## config.mk

```make
export PLATFORM = sky130hd
export DESIGN_NAME = tap_drag_pinch_recognizer_unit
export DESIGN_NICKNAME = d
export VERILOG_FILES = /design/src/design/tdpr_pkg.sv /design/src/design/tap_drag_pinch_recognizer_unit.sv /design/src/design/tdpr_dist.sv
export SDC_FILE = /design/constraint.sdc
export NUM_CORES = 2
export LEC_CHECK = 0
export BUFFER_PORTS_ARGS = -buffer_cell sky130_fd_sc_hd__buf_2
export CAP_MARGIN = 20
export CORE_UTILIZATION = 25
export DETAILED_ROUTE_END_ITERATION = 10
export PLACE_DENSITY = 0.52
export SLEW_MARGIN = 10
export SYNTH_ARGS = -nofsm -noshare
export SYNTH_HDL_FRONTEND = slang
export SYNTH_HIERARCHICAL = 1
export SYNTH_SLANG_ARGS = --single-unit
```

## constraint.sdc

```tcl
create_clock -name clk_i -period 12.85 [get_ports clk_i]
set_input_delay 0 -clock clk_i [delete_from_list [all_inputs] [get_ports clk_i]]
set_output_delay 0 -clock clk_i [all_outputs]
set_load 0.005 [all_outputs]
```

## src/design/tdpr_pkg.sv

```systemverilog
`timescale 1ns / 1ps

package tdpr_pkg;

  // Default field widths
  localparam int COORD_BITS_DEF = 16;
  localparam int ID_BITS_DEF    = 8;

  // Fixed field widths
  localparam int TIME_BITS     = 32;
  localparam int RADIUS_BITS   = 32;
  localparam int LONG_TAP_BITS = 16;
  localparam int OP_BITS       = 2;
  localparam int GEST_BITS     = 4;
  localparam int OUT_USER_BITS = GEST_BITS + 1;

  // Configuration port
  localparam int CFG_IDX_BITS  = 2;
  localparam int CFG_DATA_BITS = 32;

  localparam logic [CFG_IDX_BITS-1:0] CFG_DRAG_RADIUS_SQ = 2'd0;
  localparam logic [CFG_IDX_BITS-1:0] CFG_LONG_TAP_MS    = 2'd1;

  localparam logic [RADIUS_BITS-1:0]   DRAG_RADIUS_SQ_RST = 32'd4;
  localparam logic [LONG_TAP_BITS-1:0] LONG_TAP_MS_RST    = 16'd500;

  // Touch event kinds
  localparam logic [OP_BITS-1:0] OP_BEGAN = 2'd0;
  localparam logic [OP_BITS-1:0] OP_MOVED = 2'd1;
  localparam logic [OP_BITS-1:0] OP_ENDED = 2'd2;

  // Gesture codes reported with each event
  typedef enum logic [GEST_BITS-1:0] {
    G_NONE        = 4'd0,
    G_TAP         = 4'd1,
    G_LONG_TAP    = 4'd2,
    G_DRAG_BEGIN  = 4'd3,
    G_DRAG_CONT   = 4'd4,
    G_DRAG_END    = 4'd5,
    G_PINCH_BEGIN = 4'd6,
    G_PINCH_CONT  = 4'd7,
    G_PINCH_END   = 4'd8
  } gesture_e;

endpackage

```

## src/design/tap_drag_pinch_recognizer_unit.sv

```systemverilog
`timescale 1ns / 1ps
// Channel   | Direction | Handshake                     | Payload
// s_axis    | in        | s_axis_tvalid_i/tready_o      | tuser op; tdata id, x, y, now_ms
// m_axis    | out       | m_axis_tvalid_o/tready_i      | tuser gesture, accepted; tdata points
// cfg       | in        | cfg_valid_i/cfg_ready_o       | cfg_index_i, cfg_data_i
//
// One event per cycle while the result side does not stall; a request passes
// through the input register and then the result register. The state update and
// squared-distance compare sit between them and feed the state registers directly.
// Reset clears the gesture state, both points, the start time and the configuration
// registers to their defaults; no clearing pass is needed.
// A stalled result holds in the result register; the input register keeps
// taking events until it is also full.

module tap_drag_pinch_recognizer_unit #(
  parameter int COORD_BITS = tdpr_pkg::COORD_BITS_DEF,
  parameter int ID_BITS    = tdpr_pkg::ID_BITS_DEF,
  localparam int IN_RAW    = ID_BITS + 2 * COORD_BITS + tdpr_pkg::TIME_BITS,
  localparam int IN_W      = ((IN_RAW + 7) / 8) * 8,
  localparam int PT_RAW    = 2 * COORD_BITS + ID_BITS + tdpr_pkg::TIME_BITS,
  localparam int OUT_RAW   = 2 * PT_RAW,
  localparam int OUT_W     = ((OUT_RAW + 7) / 8) * 8
) (
  input  logic                                 clk_i,
  input  logic                                 rst_ni,
  input  logic                                 s_axis_tvalid_i,
  output logic                                 s_axis_tready_o,
  // tdata: touch_id, touch_x, touch_y, now_ms, zero fill
  input  logic [IN_W-1:0]                      s_axis_tdata_i,
  // tuser: op
  input  logic [tdpr_pkg::OP_BITS-1:0]         s_axis_tuser_i,
  output logic                                 m_axis_tvalid_o,
  input  logic                                 m_axis_tready_i,
  // tdata: first_x, first_y, first_id, first_time,
  //        second_x, second_y, second_id, second_time, zero fill
  output logic [OUT_W-1:0]                     m_axis_tdata_o,
  // tuser: gesture, accepted
  output logic [tdpr_pkg::OUT_USER_BITS-1:0]   m_axis_tuser_o,
  input  logic                                 cfg_valid_i,
  output logic                                 cfg_ready_o,
  input  logic [tdpr_pkg::CFG_IDX_BITS-1:0]    cfg_index_i,
  input  logic [tdpr_pkg::CFG_DATA_BITS-1:0]   cfg_data_i
);
  import tdpr_pkg::*;

  localparam int C = COORD_BITS;
  localparam int T = TIME_BITS;

  // Gesture machine states
  localparam logic [1:0] ST_IDLE  = 2'd0;
  localparam logic [1:0] ST_DOWN  = 2'd1;
  localparam logic [1:0] ST_DRAG  = 2'd2;
  localparam logic [1:0] ST_PINCH = 2'd3;

  // Configuration registers
  logic [RADIUS_BITS-1:0]   radius_q;
  logic [LONG_TAP_BITS-1:0] long_q;

  // Input register
  logic                in_valid_q;
  logic [OP_BITS-1:0]  op_q;
  logic [ID_BITS-1:0]  id_q;
  logic signed [C-1:0] x_q, y_q;
  logic [T-1:0]        now_q;

  // Gesture state
  logic [1:0]          st_q, st_d;
  logic [T-1:0]        start_q, start_d;
  logic signed [C-1:0] px_q [2];
  logic signed [C-1:0] py_q [2];
  logic [ID_BITS-1:0]  pid_q [2];
  logic [T-1:0]        pt_q [2];
  logic signed [C-1:0] px_d [2];
  logic signed [C-1:0] py_d [2];
  logic [ID_BITS-1:0]  pid_d [2];
  logic [T-1:0]        pt_d [2];

  // Result register
  logic                out_valid_q;
  logic [OUT_W-1:0]    out_data_q;
  logic [OUT_USER_BITS-1:0] out_user_q;

  logic       advance;
  logic       far;
  logic       keep0, keep1;
  logic       m0, m1;
  logic [T-1:0] rel_time, held;
  gesture_e   gest;
  logic       acc;
  logic [OUT_RAW-1:0] res_raw;

  assign advance         = in_valid_q && (!out_valid_q || m_axis_tready_i);
  assign s_axis_tready_o = !in_valid_q || advance;
  assign cfg_ready_o     = 1'b1;

  // Write configuration registers
  always_ff @(posedge clk_i or negedge rst_ni) begin
    if (!rst_ni) begin
      radius_q <= DRAG_RADIUS_SQ_RST;
      long_q   <= LONG_TAP_MS_RST;
    end else if (cfg_valid_i) begin
      case (cfg_index_i)
        CFG_DRAG_RADIUS_SQ: radius_q <= RADIUS_BITS'(cfg_data_i);
        CFG_LONG_TAP_MS:    long_q   <= cfg_data_i[LONG_TAP_BITS-1:0];
        default: ;
      endcase
    end
  end

  // Capture the incoming request
  always_ff @(posedge clk_i or negedge rst_ni) begin
    if (!rst_ni) begin
      in_valid_q <= 1'b0;
    end else if (s_axis_tready_o) begin
      in_valid_q <= s_axis_tvalid_i;
    end
  end

  always_ff @(posedge clk_i) begin
    if (s_axis_tvalid_i && s_axis_tready_o) begin
      op_q  <= s_axis_tuser_i;
      id_q  <= s_axis_tdata_i[ID_BITS-1:0];
      x_q   <= s_axis_tdata_i[ID_BITS +: C];
      y_q   <= s_axis_tdata_i[ID_BITS + C +: C];
      now_q <= s_axis_tdata_i[ID_BITS + 2 * C +: T];
    end
  end

  tdpr_dist #(
    .COORD_BITS (COORD_BITS)
  ) u_dist (
    .x_i         (x_q),
    .y_i         (y_q),
    .ref_x_i     (px_q[0]),
    .ref_y_i     (py_q[0]),
    .radius_sq_i (radius_q),
    .far_o       (far)
  );

  assign m0       = (pid_q[0] == id_q);
  assign m1       = (pid_q[1] == id_q);
  assign held     = now_q - start_q;
  // A fresh gesture starts its clock at this event
  assign rel_time = (st_q == ST_IDLE && op_q == OP_BEGAN) ? '0 : held;

  // Decide the next state and the gesture code
  always_comb begin
    st_d    = st_q;
    start_d = start_q;
    gest    = G_NONE;
    acc     = 1'b1;
    keep0   = 1'b0;
    keep1   = 1'b0;
    case (op_q)
      OP_BEGAN: begin
        case (st_q)
          ST_IDLE: begin
            start_d = now_q;
            keep0   = 1'b1;
            st_d    = ST_DOWN;
          end
          ST_DOWN: begin
            keep1 = 1'b1;
            st_d  = ST_PINCH;
            gest  = G_PINCH_BEGIN;
          end
          default: acc = 1'b0;
        endcase
      end
      OP_MOVED: begin
        case (st_q)
          ST_DRAG: begin
            if (m1) begin
              keep1 = 1'b1;
              gest  = G_DRAG_CONT;
            end
          end
          ST_DOWN: begin
            if (!m0) begin
              st_d = ST_IDLE;
            end else if (far) begin
              keep1 = 1'b1;
              st_d  = ST_DRAG;
              gest  = G_DRAG_BEGIN;
            end
          end
          ST_PINCH: begin
            keep0 = m0;
            keep1 = m1;
            gest  = G_PINCH_CONT;
          end
          default: ;
        endcase
      end
      OP_ENDED: begin
        case (st_q)
          ST_DRAG: begin
            if (m1) begin
              keep1 = 1'b1;
              st_d  = ST_IDLE;
              gest  = G_DRAG_END;
            end
          end
          ST_DOWN: begin
            keep0 = 1'b1;
            st_d  = ST_IDLE;
            gest  = (held > T'(long_q)) ? G_LONG_TAP : G_TAP;
          end
          ST_PINCH: begin
            keep0 = m0;
            keep1 = m1;
            st_d  = ST_IDLE;
            gest  = G_PINCH_END;
          end
          default: ;
        endcase
      end
      default: acc = 1'b0;
    endcase
  end

  // Load the touched points
  always_comb begin
    px_d[0]  = keep0 ? x_q      : px_q[0];
    py_d[0]  = keep0 ? y_q      : py_q[0];
    pid_d[0] = keep0 ? id_q     : pid_q[0];
    pt_d[0]  = keep0 ? rel_time : pt_q[0];
    px_d[1]  = keep1 ? x_q      : px_q[1];
    py_d[1]  = keep1 ? y_q      : py_q[1];
    pid_d[1] = keep1 ? id_q     : pid_q[1];
    pt_d[1]  = keep1 ? rel_time : pt_q[1];
  end

  // Advance the gesture state
  always_ff @(posedge clk_i or negedge rst_ni) begin
    if (!rst_ni) begin
      st_q    <= ST_IDLE;
      start_q <= '0;
      px_q    <= '{default: '0};
      py_q    <= '{default: '0};
      pid_q   <= '{default: '0};
      pt_q    <= '{default: '0};
    end else if (advance) begin
      st_q    <= st_d;
      start_q <= start_d;
      px_q    <= px_d;
      py_q    <= py_d;
      pid_q   <= pid_d;
      pt_q    <= pt_d;
    end
  end

  assign res_raw = {pt_d[1], pid_d[1], py_d[1], px_d[1],
                    pt_d[0], pid_d[0], py_d[0], px_d[0]};

  // Hold the result until it is taken
  always_ff @(posedge clk_i or negedge rst_ni) begin
    if (!rst_ni) begin
      out_valid_q <= 1'b0;
    end else if (advance) begin
      out_valid_q <= 1'b1;
    end else if (m_axis_tready_i) begin
      out_valid_q <= 1'b0;
    end
  end

  always_ff @(posedge clk_i) begin
    if (advance) begin
      out_data_q <= OUT_W'(res_raw);
      out_user_q <= {acc, gest};
    end
  end

  assign m_axis_tvalid_o = out_valid_q;
  assign m_axis_tdata_o  = out_data_q;
  assign m_axis_tuser_o  = out_user_q;

  // A drag begin always leaves the machine in drag
  a_drag_begin: assert property (@(posedge clk_i) disable iff (!rst_ni)
    (advance && gest == G_DRAG_BEGIN) |=> (st_q == ST_DRAG))
    else $error("drag begin did not enter drag");

  // Taps and gesture ends return to idle
  a_end_idle: assert property (@(posedge clk_i) disable iff (!rst_ni)
    (advance && (gest == G_TAP || gest == G_LONG_TAP || gest == G_DRAG_END ||
                 gest == G_PINCH_END)) |=> (st_q == ST_IDLE))
    else $error("gesture end did not return to idle");

  // A rejected began only happens during drag or pinch
  a_reject: assert property (@(posedge clk_i) disable iff (!rst_ni)
    (advance && op_q == OP_BEGAN && !acc) |-> (st_q == ST_DRAG || st_q == ST_PINCH))
    else $error("began rejected outside drag or pinch");

  // A waiting request stays put while the result side stalls
  a_in_hold: assert property (@(posedge clk_i) disable iff (!rst_ni)
    (in_valid_q && !advance) |=> (in_valid_q && $stable(op_q) && $stable(now_q)))
    else $error("input register lost a stalled request");

endmodule

```

## src/design/tdpr_dist.sv

```systemverilog
`timescale 1ns / 1ps

module tdpr_dist #(
  parameter int COORD_BITS = tdpr_pkg::COORD_BITS_DEF
) (
  input  logic signed [COORD_BITS-1:0]        x_i,
  input  logic signed [COORD_BITS-1:0]        y_i,
  input  logic signed [COORD_BITS-1:0]        ref_x_i,
  input  logic signed [COORD_BITS-1:0]        ref_y_i,
  input  logic        [tdpr_pkg::RADIUS_BITS-1:0] radius_sq_i,
  output logic                                far_o
);
  import tdpr_pkg::*;

  localparam int DW = COORD_BITS + 1;
  localparam int QW = 2 * DW;
  localparam int SW = QW + 1;
  localparam int CW = (SW > RADIUS_BITS) ? SW : RADIUS_BITS;

  logic signed [DW-1:0] dx, dy;
  logic        [DW-1:0] ax, ay;
  logic        [QW-1:0] sx, sy;
  logic        [SW-1:0] sum;
  logic        [CW-1:0] sum_w, rad_w;

  // Take absolute differences against the first point
  assign dx = DW'(x_i) - DW'(ref_x_i);
  assign dy = DW'(y_i) - DW'(ref_y_i);
  assign ax = dx[DW-1] ? DW'(-dx) : DW'(dx);
  assign ay = dy[DW-1] ? DW'(-dy) : DW'(dy);

  // Exact squared distance, compared at a common width
  assign sx    = QW'(ax) * QW'(ax);
  assign sy    = QW'(ay) * QW'(ay);
  assign sum   = SW'(sx) + SW'(sy);
  assign sum_w = CW'(sum);
  assign rad_w = CW'(radius_sq_i);
  assign far_o = (sum_w >= rad_w);

endmodule
```

==> impl_summary.txt <==
----------------------------------------------------
[Run status]
  Result of the run ... finished, final reports clean

[Timing]
  Final setup fails ... 0
  Final period utilization ... 97.1%
  RSZ-0062 raised after global routing ... yes
  Maximum achievable frequency ... 80.1 MHz
  Slew at the pin closest to its max-slew limit ... 1.11 ns
  Worst slew slack as a fraction of its limit ... 25.8%
  Slew Limit Fails ... 0
  Time the final worst path needs with I/O delays and setup ... 12.48 ns
  Tightest hold margin ... 0.0474 ns
  Setup slack of the critical path after layout ... 0.369 ns
  Hold violation count in the final report ... 0
  Setup Skew ... 0.0828 ns

[Placement]
  Buffers added on ports ... 263
  Routability cong. ... 0.889
  Placed wire-length estimate ... 95100 µm
  Pre-CTS setup slack ... -0.274 ns

[Clock tree]
  Number of clock buffers inserted by TritonCTS ... 52
  Clock-pin slew on the worst setup and hold paths ... 0.06 ns
  Buffer type at the clock tree root ... clkbuf_16
  Clock tree sinks ... 451
  Clk_lat worst skew ... 0.67 ns
  Number of levels in the clock H-tree ... 2
  TritonCTS clock tree ... built
  Clock Path Buffers ... 3

[Worst setup path]
  Largest fanout on the critical path ... 9
  Worst endpoint required time ... 13.20 ns
  CP startpoint ... x_q[0]
  WP data arrival ... 12.83 ns
  Largest stage delay, worst path ... 0.61 ns
  Slowest cell on the critical path ... fa_1
  Critical Path Start Type ... flop
  Worst setup EP type ... flop
  Critical path start-end classification ... flop to flop
  Worst reg2reg startpoint ... x_q[0]
  Cell mode on critical path ... fa_1

[Global route]
  Maximum number of pins on one net before global-route repair ... 169
  Total global routing overflow ... 0
  Gr usage total ... 14.5%
  Wire length of the first global-routing pass ... 183000 µm
  Number of antenna violations at the first check in global routing ... 10
  Via count of the first global-routing pass ... 30800

[Floorplan]
  Y dimension of the die ... 404 µm
  Die W ... 404 µm
  Initial standard-cell utilization of the core ... 25.2%
  Area of the die ... 163000 µm²
  Core outline area ... 161000 µm²
  Cell row count ... 147
  Count of pins on the block boundary ... 265

[Final layout]
  Post-Route Utilization ... 31.1%
  Post-layout net count ... 5468
  Sequential cell area ... 12400 µm²
  Number of filler instances in the final layout ... 16600
  Area of combinational cells with multiple inputs ... 25600 µm²
  Area growth from synthesis to layout ... 23.5%
  Share of post-route cells with drive strength above 1 ... 21.2%

[Route]
  Vias per inst ... 4.40
  DRC violations left ... 0
  Routed Wire Length ... 120000 µm
  Count of nets left with antenna violations after detail routing ... 0
  Routed len/inst ... 17.7 µm
  Total via count after detailed routing ... 30000
  1st-pass router iterations ... 5
  Iteration-0 DRC count of the detailed router ... 1620

[Flow run]
  # Max-Cap Violations ... 0

[Synthesis]
  Fraction of synthesis flops using an asynchronous set or reset pin ... 50.6%
  Number of distinct library cell variants in the gate-level netlist after synthesis ... 121
  Sequential element share of the synthesized area ... 30.7%
  Total of flip-flops plus latches after synthesis ... 451
  Number of flops mapped to enable cells by yosys ... 223
  Average cell area after synthesis ... 10.0 µm²
  Synth warnings ... 6
  Post-synth top flop ... edfxtp_1
  Mapped Area ... 40400 µm²
  Gate Count Post-Synth ... 4031

[Min path]
  Hold Path Class ... input pin to flop
  Start point of the worst hold path ... s_axis_tuser_i[0]

----------------------------------------------------
==> flip-flops by register name, summed over array words and instances (netlist names) <==
| register | flops |
|---|---|
| id_q | 8 |
| st_q | 2 |
| y_q | 16 |
| m_axis_tuser_o | 5 |
| py_q | 32 |
| px_q | 32 |
| m_axis_tvalid_o | 1 |
| start_q | 32 |
| now_q | 32 |
| radius_q | 32 |
| pid_q | 16 |
| in_valid_q | 1 |
| pt_q | 64 |
| long_q | 16 |
| op_q | 2 |
| m_axis_tdata_o | 144 |
| x_q | 16 |
==> through the flow <==
step / TNS, ns / std cells / area (µm²)
floorplan: 0 / 4054 / 40500
global placement: -0.752 / 6510 / 45300
detailed placement: -24.43 / 6511 / 45300
CTS: 0 / 6747 / 48700
global route: -2.27 / 6803 / 49900
finish: 0 / 6805 / 49900
==> cells in the mapped netlist, types with 9 or more instances <==
cell type	count	area share [%]
mux2_2	185	5.2
nand3_1	34	0.42
o21ai_0	58	0.72
clkbuf_1	64	0.59
buf_1	19	0.18
and2_1	28	0.43
dfrtp_1	221	14
buf_4	9	0.17
nor3b_1	9	0.17
o21ai_1	12	0.15
o211ai_1	18	0.33
inv_1	703	6.5
fa_1	448	22
inv_2	9	0.084
nand2b_1	29	0.45
a21oi_1	101	1.3
buf_2	34	0.42
xnor2_1	81	1.8
a31oi_1	16	0.25
nand4_1	29	0.45
nor2_2	11	0.17
o31ai_1	17	0.32
nand2_1	722	6.7
and3_1	14	0.22
o21bai_1	9	0.17
nor2b_1	23	0.36
o21a_1	22	0.41
ha_1	309	9.6
nor3_1	24	0.30
nor2_1	235	2.2
a21o_1	47	0.87
edfxtp_1	223	17
xor2_1	35	0.76
==> final cells by class <==
class | instances | share of cell area, %
Multi-Input combinational cell | 2754 | 51.2
Sequential cell | 451 | 24.9
Timing Repair Buffer | 624 | 9.49
Tap cell | 2160 | 5.42
Inverter | 715 | 5.42
Clock buffer | 69 | 2.84
Clock inverter | 29 | 0.710
Antenna cell | 3 | 0.0150
==> worst max-delay path: cells and delay by family (launching register included) <==
family	cells	cell delay [ns]
flops	1	0.42
simple gates	8	1.22
fa+ha+maj	12	5.25
buf+inv	11	1.41
xor+xnor	2	0.39
mux	1	0.35
compound gates	16	3.13
==> final timing paths <==
path	slack (ns)	depth (start not counted)	to
setup / recovery	0.37	50	m_axis_tdata_o[95]
hold / removal	0.05	2	op_q[0]
setup reg to reg	0.37	50	m_axis_tdata_o[95]
hold reg to reg	0.47	2	px_q[1]
max in group asynchronous	10.76	5	px_q[29]
min in group asynchronous	0.46	4	pt_q[60]
==> routing by layer <==
layer | track usage (%) | vias to the layer above | share of wire [%]
met5 | 0 | - | 0.031
met4 | 3.94 | 6 | 2.7
met3 | 1.96 | 136 | 4.6
met2 | 24.0 | 644 | 47
met1 | 19.9 | 15100 | 45
li1 | - | 14100 | -
==> cells in the final DEF (no fill, tap or decap), drive strengths merged, types with 8 or more instances in the layout <==
cell type	Yosys	final
a2111oi	8	8
a211oi	10	10
a21boi	8	8
a21o	48	48
a21oi	105	105
a31oi	17	17
and2	30	30
and3	15	15
buf	69	498
clkbuf	65	74
clkinv	3	19
conb	3	26
dfrtp	221	221
dlygate4sd3	0	121
edfxtp	223	223
fa	448	448
ha	309	309
inv	712	714
mux2	187	187
nand2	723	723
nand2b	29	29
nand3	37	37
nand3b	8	8
nand4	30	30
nor2	246	246
nor2b	24	24
nor3	27	27
nor3b	10	10
nor4	9	9
o2111ai	8	8
o211ai	20	20
o21a	24	24
o21ai	72	72
o21bai	10	10
o31ai	17	17
or2	8	8
or3	9	9
xnor2	84	84
xor2	43	43
==> cells by family after synthesis <==
kind of cell / after synthesis / synth area share [%]
and+or+nand+nor: 1231 / 13.5
other: 3 / 0.0279
muxes: 193 / 5.36
xor gates and xnor gates: 127 / 2.96
adders and majority gates: 757 / 31.8
buffers and inverters: 850 / 8.24
AOI/OAI and AO/OA: 419 / 7.40
DFF: 451 / 30.7
==> repair_timing <==
item                       4_1_cts  5_1_grt
pin swaps                       14       73
gates resized for setup         32      149
setup buffers                   13       51
hold buffers                   122        0
cloned                           3        4
setup endpoints to repair      139      147
hold endpoints to repair       253        0
Power is not shown: default switching activity piles up to over one toggle a cycle in this logic, so the estimate is an artifact.
